--- src/rtl/xpt_pkg.sv ---
`default_nettype none
// ----------------------------------------------------------------------------
// xpt_pkg
// Shared types and constants of the two-level page translation block.
// ----------------------------------------------------------------------------
package xpt_pkg;

   // channel and register port widths
   localparam int CMD_W      = 2;
   localparam int ADDR_W     = 32;
   localparam int KIND_W     = 2;
   localparam int PFN_W      = 20;
   localparam int PAGE_SHIFT = 12;
   localparam int CSR_IDX_W  = 2;
   localparam int CSR_DATA_W = 20;

   // item commands
   typedef enum logic [CMD_W-1:0] {
      CMD_TRANSLATE = 2'd0,
      CMD_READ_DATA = 2'd1,
      CMD_FLUSH     = 2'd2
   } cmd_type;

   // result kinds
   typedef enum logic [KIND_W-1:0] {
      KIND_PHYS = 2'd0,
      KIND_READ = 2'd1,
      KIND_BUSY = 2'd2
   } kind_type;

   // register indexes
   localparam logic [CSR_IDX_W-1:0] CSR_PMODE_ON       = 2'd0;
   localparam logic [CSR_IDX_W-1:0] CSR_PAGING_ENABLE  = 2'd1;
   localparam logic [CSR_IDX_W-1:0] CSR_PAGE_DIR_BASE  = 2'd2;

   // configuration seen by the walker
   typedef struct packed {
      logic             pmode_on;
      logic             paging_enable;
      logic [PFN_W-1:0] page_dir_base;
   } cfg_type;

   // result produced by one item
   typedef struct packed {
      logic              valid;
      kind_type          kind;
      logic [ADDR_W-1:0] address;
   } res_type;

   // cache fill request from the walker
   typedef struct packed {
      logic             en;
      logic [PFN_W-1:0] vpn;
      logic [PFN_W-1:0] frame;
   } fill_type;

endpackage
`default_nettype wire

--- src/rtl/xpt_channels.sv ---
`default_nettype none
// ----------------------------------------------------------------------------
// xpt_req_if / xpt_rsp_if
// Valid/ready channels carrying request items and result items.
// ----------------------------------------------------------------------------
interface xpt_req_if;
   logic        valid;
   logic        ready;
   logic [1:0]  command;
   logic [31:0] linear_address;
   logic [31:0] read_data;

   modport source (output valid, command, linear_address, read_data, input ready);
   modport sink   (input valid, command, linear_address, read_data, output ready);
endinterface

interface xpt_rsp_if;
   logic        valid;
   logic        ready;
   logic [1:0]  kind;
   logic [31:0] address;

   modport source (output valid, kind, address, input ready);
   modport sink   (input valid, kind, address, output ready);
endinterface
`default_nettype wire

--- src/rtl/xpt_ram.sv ---
`default_nettype none
// ----------------------------------------------------------------------------
// xpt_ram
// Generic single-write, single-read RAM with registered read data.
// ----------------------------------------------------------------------------
module xpt_ram #(
   parameter int WIDTH = 8,
   parameter int DEPTH = 64
) (
   input  wire logic                                 clock,
   input  wire logic                                 wr_en,
   input  wire logic [(DEPTH > 1 ? $clog2(DEPTH) : 1)-1:0] wr_addr,
   input  wire logic [WIDTH-1:0]                     wr_data,
   input  wire logic                                 rd_en,
   input  wire logic [(DEPTH > 1 ? $clog2(DEPTH) : 1)-1:0] rd_addr,
   output logic      [WIDTH-1:0]                     rd_data
);

   logic [WIDTH-1:0] mem_ff [DEPTH];
   logic [WIDTH-1:0] rd_data_ff;

   // write port
   always_ff @(posedge clock) begin
      if (wr_en) begin
         mem_ff[wr_addr] <= wr_data;
      end
   end

   // registered read, old data on a same-address write
   always_ff @(posedge clock) begin
      if (rd_en) begin
         rd_data_ff <= mem_ff[rd_addr];
      end
   end

   assign rd_data = rd_data_ff;

endmodule
`default_nettype wire

--- src/rtl/xpt_walk.sv ---
`default_nettype none
// ----------------------------------------------------------------------------
// xpt_walk
// Cache hit check, walk sequencing, valid bits and result forming for one
// item taken from the input register.
// ----------------------------------------------------------------------------
module xpt_walk import xpt_pkg::*; #(
   parameter int INDEX_BITS = 6
) (
   input  wire logic                  clock,
   input  wire logic                  reset,
   input  wire logic                  advance,
   input  wire logic [CMD_W-1:0]      command,
   input  wire logic [ADDR_W-1:0]     linear_address,
   input  wire logic [ADDR_W-1:0]     read_data,
   input  wire cfg_type               cfg,
   input  wire logic [((PFN_W - INDEX_BITS) > 0 ? (PFN_W - INDEX_BITS) : 1)-1:0] entry_tag,
   input  wire logic [PFN_W-1:0]      entry_frame,
   output res_type                    res,
   output fill_type                   fill
);

   localparam int DEPTH = 1 << INDEX_BITS;
   localparam int IDX_W = (INDEX_BITS > 0) ? INDEX_BITS : 1;
   localparam int TAG_W = ((PFN_W - INDEX_BITS) > 0) ? (PFN_W - INDEX_BITS) : 1;
   localparam logic [PFN_W-1:0] IDX_MASK = PFN_W'((1 << INDEX_BITS) - 1);

   typedef enum logic [1:0] {
      PH_IDLE = 2'd0,
      PH_DIR  = 2'd1,
      PH_PTE  = 2'd2
   } phase_type;

   phase_type         phase_ff, phase_in;
   logic [ADDR_W-1:0] pending_ff, pending_in;
   logic [DEPTH-1:0]  valid_ff, valid_in;

   logic [PFN_W-1:0]  vpn;
   logic [IDX_W-1:0]  idx;
   logic [TAG_W-1:0]  tag;
   logic              hit;

   // lookup fields of the incoming address
   assign vpn = linear_address[ADDR_W-1:PAGE_SHIFT];
   assign idx = IDX_W'(vpn & IDX_MASK);
   assign tag = TAG_W'(vpn >> INDEX_BITS);
   assign hit = valid_ff[idx] && (entry_tag == tag);

   // per-item decision
   always_comb begin
      phase_in    = phase_ff;
      pending_in  = pending_ff;
      valid_in    = valid_ff;
      res.valid   = 1'b0;
      res.kind    = KIND_PHYS;
      res.address = '0;
      fill.en     = 1'b0;
      fill.vpn    = pending_ff[ADDR_W-1:PAGE_SHIFT];
      fill.frame  = read_data[ADDR_W-1:PAGE_SHIFT];
      case (cmd_type'(command))
         CMD_TRANSLATE: begin
            res.valid = 1'b1;
            if (phase_ff != PH_IDLE) begin
               res.kind = KIND_BUSY;
            end else if (!cfg.pmode_on || !cfg.paging_enable) begin
               res.address = linear_address;
            end else if (hit) begin
               res.address = {entry_frame, linear_address[PAGE_SHIFT-1:0]};
            end else begin
               res.kind    = KIND_READ;
               res.address = {cfg.page_dir_base, linear_address[31:22], 2'b00};
               pending_in  = linear_address;
               phase_in    = PH_DIR;
            end
         end
         CMD_READ_DATA: begin
            case (phase_ff)
               PH_DIR: begin
                  res.valid   = 1'b1;
                  res.kind    = KIND_READ;
                  res.address = {read_data[31:12], pending_ff[21:12], 2'b00};
                  phase_in    = PH_PTE;
               end
               PH_PTE: begin
                  res.valid   = 1'b1;
                  res.address = {read_data[31:12], pending_ff[11:0]};
                  fill.en     = 1'b1;
                  valid_in[IDX_W'(fill.vpn & IDX_MASK)] = 1'b1;
                  phase_in    = PH_IDLE;
               end
               default: begin
                  // stray read data, no result
               end
            endcase
         end
         CMD_FLUSH: begin
            valid_in = '0;
         end
         default: begin
            // unused code, no result
         end
      endcase
      if (!advance) begin
         res.valid = 1'b0;
         fill.en   = 1'b0;
      end
   end

   // walk state and valid bits
   always_ff @(posedge clock) begin
      if (reset) begin
         phase_ff   <= PH_IDLE;
         pending_ff <= '0;
         valid_ff   <= '0;
      end else if (advance) begin
         phase_ff   <= phase_in;
         pending_ff <= pending_in;
         valid_ff   <= valid_in;
      end
   end

endmodule
`default_nettype wire

--- src/rtl/x86_two_level_page_translate.sv ---
`default_nettype none
// ----------------------------------------------------------------------------
// x86_two_level_page_translate
// Two-level page translation with a direct-mapped translation cache.
// ----------------------------------------------------------------------------
// Takes one item per clock unless the result register is stalled: an item is
// captured in the input register while the cache RAM is read at its page
// index, and once the result register is free the hit check, walk step and
// result land in it. The cache RAM read is registered; a fill written in the
// same cycle as the read is forwarded. Cache misses are answered with a
// directory read request, then a table read request, each fed back as
// read-data items; a translate item during a walk is answered busy. Flush
// and reset each clear every valid bit, so no clearing pass follows reset.
// Registers are to be written only while the block is idle (it has no check).
// ----------------------------------------------------------------------------
module x86_two_level_page_translate import xpt_pkg::*; #(
   parameter int INDEX_BITS = 6
) (
   input  wire logic                  clock,
   input  wire logic                  reset,
   xpt_req_if.sink                    req,
   xpt_rsp_if.source                  rsp,
   input  wire logic                  csr_we,
   input  wire logic [CSR_IDX_W-1:0]  csr_index,
   input  wire logic [CSR_DATA_W-1:0] csr_wdata
);

   localparam int DEPTH    = 1 << INDEX_BITS;
   localparam int IDX_W    = (INDEX_BITS > 0) ? INDEX_BITS : 1;
   localparam int TAG_W    = ((PFN_W - INDEX_BITS) > 0) ? (PFN_W - INDEX_BITS) : 1;
   localparam int ENTRY_W  = TAG_W + PFN_W;
   localparam logic [PFN_W-1:0] IDX_MASK = PFN_W'((1 << INDEX_BITS) - 1);

   cfg_type           cfg_ff;
   logic              s1_valid_ff;
   logic [CMD_W-1:0]  s1_cmd_ff;
   logic [ADDR_W-1:0] s1_la_ff;
   logic [ADDR_W-1:0] s1_rd_ff;
   logic              byp_ff, byp_in;
   logic [ENTRY_W-1:0] byp_data_ff;
   logic              rsp_valid_ff;
   kind_type          rsp_kind_ff;
   logic [ADDR_W-1:0] rsp_addr_ff;

   logic              accept;
   logic              out_free;
   logic              advance;
   logic [IDX_W-1:0]  req_idx;
   logic [IDX_W-1:0]  fill_idx;
   logic [ENTRY_W-1:0] fill_entry;
   logic [ENTRY_W-1:0] ram_entry;
   logic [ENTRY_W-1:0] entry;
   res_type           res;
   fill_type          fill;

   // handshake and pipeline movement
   assign out_free  = !rsp_valid_ff || rsp.ready;
   assign advance   = s1_valid_ff && out_free;
   assign req.ready = !reset && (!s1_valid_ff || out_free);
   assign accept    = req.valid && req.ready;

   // configuration registers
   always_ff @(posedge clock) begin
      if (reset) begin
         cfg_ff <= '0;
      end else if (csr_we) begin
         case (csr_index)
            CSR_PMODE_ON:       cfg_ff.pmode_on       <= csr_wdata[0];
            CSR_PAGING_ENABLE:  cfg_ff.paging_enable  <= csr_wdata[0];
            CSR_PAGE_DIR_BASE:  cfg_ff.page_dir_base  <= csr_wdata;
            default: begin
               // no register at this index
            end
         endcase
      end
   end

   // input register
   always_ff @(posedge clock) begin
      if (reset) begin
         s1_valid_ff <= 1'b0;
      end else if (accept) begin
         s1_valid_ff <= 1'b1;
      end else if (advance) begin
         s1_valid_ff <= 1'b0;
      end
   end

   always_ff @(posedge clock) begin
      if (accept) begin
         s1_cmd_ff <= req.command;
         s1_la_ff  <= req.linear_address;
         s1_rd_ff  <= req.read_data;
      end
   end

   // cache RAM, read at acceptance, written by walk fills
   assign req_idx    = IDX_W'(req.linear_address[ADDR_W-1:PAGE_SHIFT] & IDX_MASK);
   assign fill_idx   = IDX_W'(fill.vpn & IDX_MASK);
   assign fill_entry = {TAG_W'(fill.vpn >> INDEX_BITS), fill.frame};

   xpt_ram #(
      .WIDTH (ENTRY_W),
      .DEPTH (DEPTH)
   ) u_cache (
      .clock   (clock),
      .wr_en   (fill.en),
      .wr_addr (fill_idx),
      .wr_data (fill_entry),
      .rd_en   (accept),
      .rd_addr (req_idx),
      .rd_data (ram_entry)
   );

   // forward a fill that lands on the entry being read
   assign byp_in = fill.en && (fill_idx == req_idx);

   always_ff @(posedge clock) begin
      if (reset) begin
         byp_ff <= 1'b0;
      end else if (accept) begin
         byp_ff <= byp_in;
      end
   end

   always_ff @(posedge clock) begin
      if (accept) begin
         byp_data_ff <= fill_entry;
      end
   end

   assign entry = byp_ff ? byp_data_ff : ram_entry;

   // walk and result logic
   xpt_walk #(
      .INDEX_BITS (INDEX_BITS)
   ) u_walk (
      .clock          (clock),
      .reset          (reset),
      .advance        (advance),
      .command        (s1_cmd_ff),
      .linear_address (s1_la_ff),
      .read_data      (s1_rd_ff),
      .cfg            (cfg_ff),
      .entry_tag      (entry[ENTRY_W-1:PFN_W]),
      .entry_frame    (entry[PFN_W-1:0]),
      .res            (res),
      .fill           (fill)
   );

   // result register
   always_ff @(posedge clock) begin
      if (reset) begin
         rsp_valid_ff <= 1'b0;
      end else if (out_free) begin
         rsp_valid_ff <= res.valid;
      end
   end

   always_ff @(posedge clock) begin
      if (out_free && res.valid) begin
         rsp_kind_ff <= res.kind;
         rsp_addr_ff <= res.address;
      end
   end

   assign rsp.valid   = rsp_valid_ff;
   assign rsp.kind    = rsp_kind_ff;
   assign rsp.address = rsp_addr_ff;

endmodule
`default_nettype wire

--- src/flat_wrapper.sv ---
// flat-port wrapper written by rule: the top's interface ports become plain ports
module x86_two_level_page_translate_flat import xpt_pkg::*;
#(
   parameter int INDEX_BITS = 6
)
  (clock, reset, csr_we, csr_index, csr_wdata, req_valid, req_command, req_linear_address, req_read_data, req_ready, rsp_valid, rsp_kind, rsp_address, rsp_ready);
  xpt_req_if req_i ();
  xpt_rsp_if rsp_i ();
  input  wire logic clock;
  input  wire logic reset;
  input  wire logic csr_we;
  input  wire logic [CSR_IDX_W-1:0] csr_index;
  input  wire logic [CSR_DATA_W-1:0] csr_wdata;
  input wire logic [$bits(req_i.valid)-1:0] req_valid;
  input wire logic [$bits(req_i.command)-1:0] req_command;
  input wire logic [$bits(req_i.linear_address)-1:0] req_linear_address;
  input wire logic [$bits(req_i.read_data)-1:0] req_read_data;
  output wire logic [$bits(req_i.ready)-1:0] req_ready;
  output wire logic [$bits(rsp_i.valid)-1:0] rsp_valid;
  output wire logic [$bits(rsp_i.kind)-1:0] rsp_kind;
  output wire logic [$bits(rsp_i.address)-1:0] rsp_address;
  input wire logic [$bits(rsp_i.ready)-1:0] rsp_ready;
  assign req_i.valid = req_valid;
  assign req_i.command = req_command;
  assign req_i.linear_address = req_linear_address;
  assign req_i.read_data = req_read_data;
  assign req_ready = req_i.ready;
  assign rsp_valid = rsp_i.valid;
  assign rsp_kind = rsp_i.kind;
  assign rsp_address = rsp_i.address;
  assign rsp_i.ready = rsp_ready;
  x86_two_level_page_translate #(.INDEX_BITS(INDEX_BITS)) u_core (.clock(clock), .reset(reset), .req(req_i), .rsp(rsp_i), .csr_we(csr_we), .csr_index(csr_index), .csr_wdata(csr_wdata));
endmodule
--- config.mk ---
export PLATFORM = sky130hd
export DESIGN_NAME = x86_two_level_page_translate_flat
export DESIGN_NICKNAME = d
export VERILOG_FILES = /design/src/rtl/xpt_pkg.sv /design/src/rtl/xpt_channels.sv /design/src/rtl/xpt_ram.sv /design/src/rtl/xpt_walk.sv /design/src/rtl/x86_two_level_page_translate.sv /design/src/flat_wrapper.sv
export SDC_FILE = /design/constraint.sdc
export NUM_CORES = 2
export LEC_CHECK = 0
export BUFFER_PORTS_ARGS = -buffer_cell sky130_fd_sc_hd__buf_2
export CORE_ASPECT_RATIO = 0.8
export CORE_MARGIN = 2
export CORE_UTILIZATION = 60
export CTS_CLUSTER_SIZE = 16
export DETAILED_ROUTE_END_ITERATION = 12
export GPL_ROUTABILITY_DRIVEN = 0
export GPL_TIMING_DRIVEN = 0
export PLACE_DENSITY = 0.77
export SLEW_MARGIN = 20
export SYNTH_ARGS = -nofsm -noshare
export SYNTH_HDL_FRONTEND = slang
export SYNTH_SLANG_ARGS = --single-unit
--- constraint.sdc ---
create_clock -name clock -period 10 [get_ports clock]
set_input_delay 1 -clock clock [delete_from_list [all_inputs] [get_ports clock]]
set_output_delay 1 -clock clock [all_outputs]
set_load 0.1 [all_outputs]
==> flow_metrics.py <==
metrics = {
    "status": {
        "status": "finished clean",
    },
    "clock_tree": {
        "hold_buffers": 0,
        "htreeDepth": 4,
        "cts_tree": "built",
        "cts_buffer_depth": 3,
        "clock_latency_ns": 0.88,
        "clk_pin_slew_ns": 0.07,
        "cts-resized-gates": 0,
        "cts_buffers": 217,
        "cts-root-buf": "clkbuf_16",
        "clock_sinks": 2455,
        "post_cts.repair.setup_buffers": 0,
    },
    "route": {
        "vias": 49660,
        "avgViaCountPerCell": 7.29,
        "drt-total-wl_um": 278000,
        "route.detailed.drc": 0,
        "dr.pass1.iters": 7,
        "drtAntennaViolNets": 0,
        "wl_per_cell_um": 40.7,
        "first_iter_violations": 9652,
    },
    "floorplan": {
        "rows": 129,
        "die_h_um": 358,
        "design.die.area_um2": 160000,
        "die_w_um": 446,
        "ioPinCount": 129,
        "core_um2": 155000,
        "initial_core_util": 0.605,
    },
    "synthesis": {
        "async_flop_share": 0,
        "synth_flop_cell": "edfxtp_1",
        "synth_cell_types": 47,
        "synth_seq_cells": 2455,
        "synthesis.nets": 4163,
        "synth_area_per_cell_um2": 23.1,
        "synthCells": 4067,
        "synth_edf_count": 2332,
        "synth-seq-area-share": 0.773,
        "synth_warnings": 0,
        "netlist_area_um2": 93800,
    },
    "timing": {
        "finalHoldViolCount": 0,
        "max_slew_margin": 0.124,
        "fin_setup_tns_ns": 0,
        "fmax_ghz": 0.206,
        "setup_viol": 0,
        "slew_viol_final": 0,
        "post-route-period-util": 0.486,
        "min_period_ns": 4.86,
        "clock_skew_ns": 0.0487,
        "tightest_slew_ns": 1.31,
        "rsz0062_at_grt": "no",
    },
    "grt": {
        "overflow": 0,
        "grtUsageTotal": 0.353,
        "grt_max_degree": 68,
        "grt_pass1_wl_um": 383000,
        "grt_pass1_vias": 48626,
        "antenna_found_initial": 21,
    },
    "worst_setup_path": {
        "crit_path_end_kind": "flip-flop",
        "path_class": "in -> reg",
        "crit_slowest_cell": "buf_1",
        "cp.arrival_ns": 5.36,
        "max_stage_delay_ns": 0.88,
        "worstRegToRegCells": 6,
        "crit_chain": "buf_2 > clkbuf_1 > buf_2 > buf_1 > clkbuf_1 > mux4_2 > mux4_2 > mux2i_1 > o21ai_0",
        "cp-start-kind": "primary input",
        "worstPathRequired_ns": 10.50,
        "path_max_fanout": 10,
    },
    "cells_and_area": {
        "utilization": 0.699,
        "drive_gt1_frac": 0.320,
        "area_growth_pct": 15.4,
        "regArea_um2": 72500,
        "multiInputGateArea_um2": 20900,
        "nFillCells": 8609,
        "fin_nets": 4685,
    },
    "power_and_ir_drop": {
        "leakage_nw": 34.0,
        "p_per_area_nw_per_um2": 188,
        "vdd_ir_drop_max_v": 0.000187,
        "p_total_mw": 20.4,
    },
    "worst_hold_path": {
        "timing.hold.worst.class": "in -> reg",
        "hold_depth": 1,
    },
    "job": {
        "drv_cap": 0,
    },
    "placement": {
        "io_buffers": 116,
        "hpwl_um": 175000,
    },
}
-- synth_stat cells, drive strengths merged (3+ instances only) --
| library cell | number | area (µm²) |
|---|---|---|
| edfxtp | 2332 | 70000 |
| mux4 | 714 | 16100 |
| nor2 | 152 | 571 |
| dfxtp | 123 | 2460 |
| clkbuf | 120 | 450 |
| mux2i | 102 | 1020 |
| buf | 99 | 534 |
| a21oi | 94 | 482 |
| nand2 | 73 | 274 |
| nand2b | 69 | 432 |
| a22oi | 36 | 270 |
| o21ai | 31 | 155 |
| mux2 | 28 | 315 |
| xnor2 | 14 | 123 |
| o22ai | 10 | 62.6 |
| nand3 | 8 | 40.0 |
| nor2b | 7 | 43.8 |
| nor4 | 6 | 65.1 |
| xor2 | 6 | 52.6 |
| nand3b | 5 | 37.5 |
| and2 | 4 | 25.0 |
| nor3 | 4 | 31.3 |
| nor3b | 4 | 30.0 |
| ha | 3 | 37.5 |
| inv | 3 | 11.3 |
| nand4 | 3 | 25.0 |
-- path summary, 6_finish.rpt --
kind,from,to,slack [ns]
setup / recovery,req_linear_address[13],u_core.u_cache.rd_data[0]$_DFFE_PP_,5.14
hold / removal,req_linear_address[27],u_core.s1_la_ff[27]$_DFFE_PP_,0.30
setup reg to reg,u_core.s1_cmd_ff[1]$_DFFE_PP_,u_core.u_cache.mem_ff[42][28]$_DFFE_PP_,5.44
hold reg to reg,u_core.cfg_ff[12]$_SDFFE_PP0P_,u_core.cfg_ff[12]$_SDFFE_PP0P_,0.46
-- placed cells by master, fill, tap and decap left out, drive strengths merged, types with 15 or more instances in the layout --
cell    count
o21ai      31
bufinv     15
nand2b     69
mux4      714
a22oi      36
nand2      73
mux2i     102
edfxtp   2332
dfxtp     123
clkbuf    401
buf       398
clkinv     96
nor2      152
a21oi      94
mux2       28
-- critical path, delay by kind of cell --
| kind | cells | cell delay [ns] |
|---|---|---|
| mux | 3 | 1.19 |
| buf+inv | 5 | 2.85 |
| compound gates | 1 | 0.32 |
-- metrics by stage --
stage / setup slack [ns] / area (µm²) / cells / hold slack, ns
finish: 5.14 / 108000 / 6813 / 0.304
global route: 5.29 / 108000 / 6799 / 0.294
CTS: 5.51 / 108000 / 6796 / 0.281
detailed placement: 4.73 / 101000 / 6397 / 0.450
global placement: 3.21 / 96900 / 6213 / 0.444
floorplan: 3.73 / 93800 / 4067 / 0.431
-- cell type report --
class	count	share of cell area
multi-input combinational	1390	0.193
sequential	2455	0.670
timing repair buffer	303	0.0412
buffer	219	0.00931
antenna	14	0.000324
tap	2030	0.0235
clock buffer	277	0.0538
clock inverter	122	0.00907
inverter	3	0.000104
-- per-layer routing --
| layer | vias to the layer above | global-route usage | share of wire |
|---|---|---|---|
| li1 | 18284 | - | - |
| met1 | 25739 | 0.482 | 0.33 |
| met2 | 4832 | 0.522 | 0.45 |
| met3 | 785 | 0.123 | 0.16 |
| met4 | 20 | 0.164 | 0.056 |
| met5 | - | 0.00353 | 0.0014 |
-- sequential cells by signal (all words and copies together), names as in the netlist --
register / flops
u_core.s1_valid_ff: 1
u_core.cfg_ff: 22
u_core.u_cache.mem_ff: 2176
u_core.u_walk.phase_ff: 2
u_core.s1_la_ff: 32
u_core.u_walk.valid_ff: 64
u_core.rsp.valid: 1
u_core.s1_rd_ff: 20
u_core.u_walk.pending_ff: 32
u_core.rsp.address: 32
u_core.rsp.kind: 2
u_core.u_cache.rd_data: 34
u_core.s1_cmd_ff: 2
u_core.byp_ff: 1
u_core.byp_data_ff: 34
-- logic make-up after synthesis --
logic type | after synthesis | synth area share
flops | 2455 | 0.773
mux | 844 | 0.186
simple gates | 342 | 0.0174
fa+ha+maj | 3 | 0.000400
compound gates | 181 | 0.0114
buf+inv | 222 | 0.0106
xor+xnor | 20 | 0.00187
-- power breakdown --
group / switching (mW) / leakage (nW) / internal, mW / total (mW)
sequential: 0.0389 / 22.3 / 11.2 / 11.2
combinational: 0.567 / 8.34 / 0.355 / 0.922
clock: 3.76 / 3.35 / 4.48 / 8.25
total: 4.37 / 34.0 / 16.0 / 20.4
Note: power is estimated with default switching activity, not from simulation.
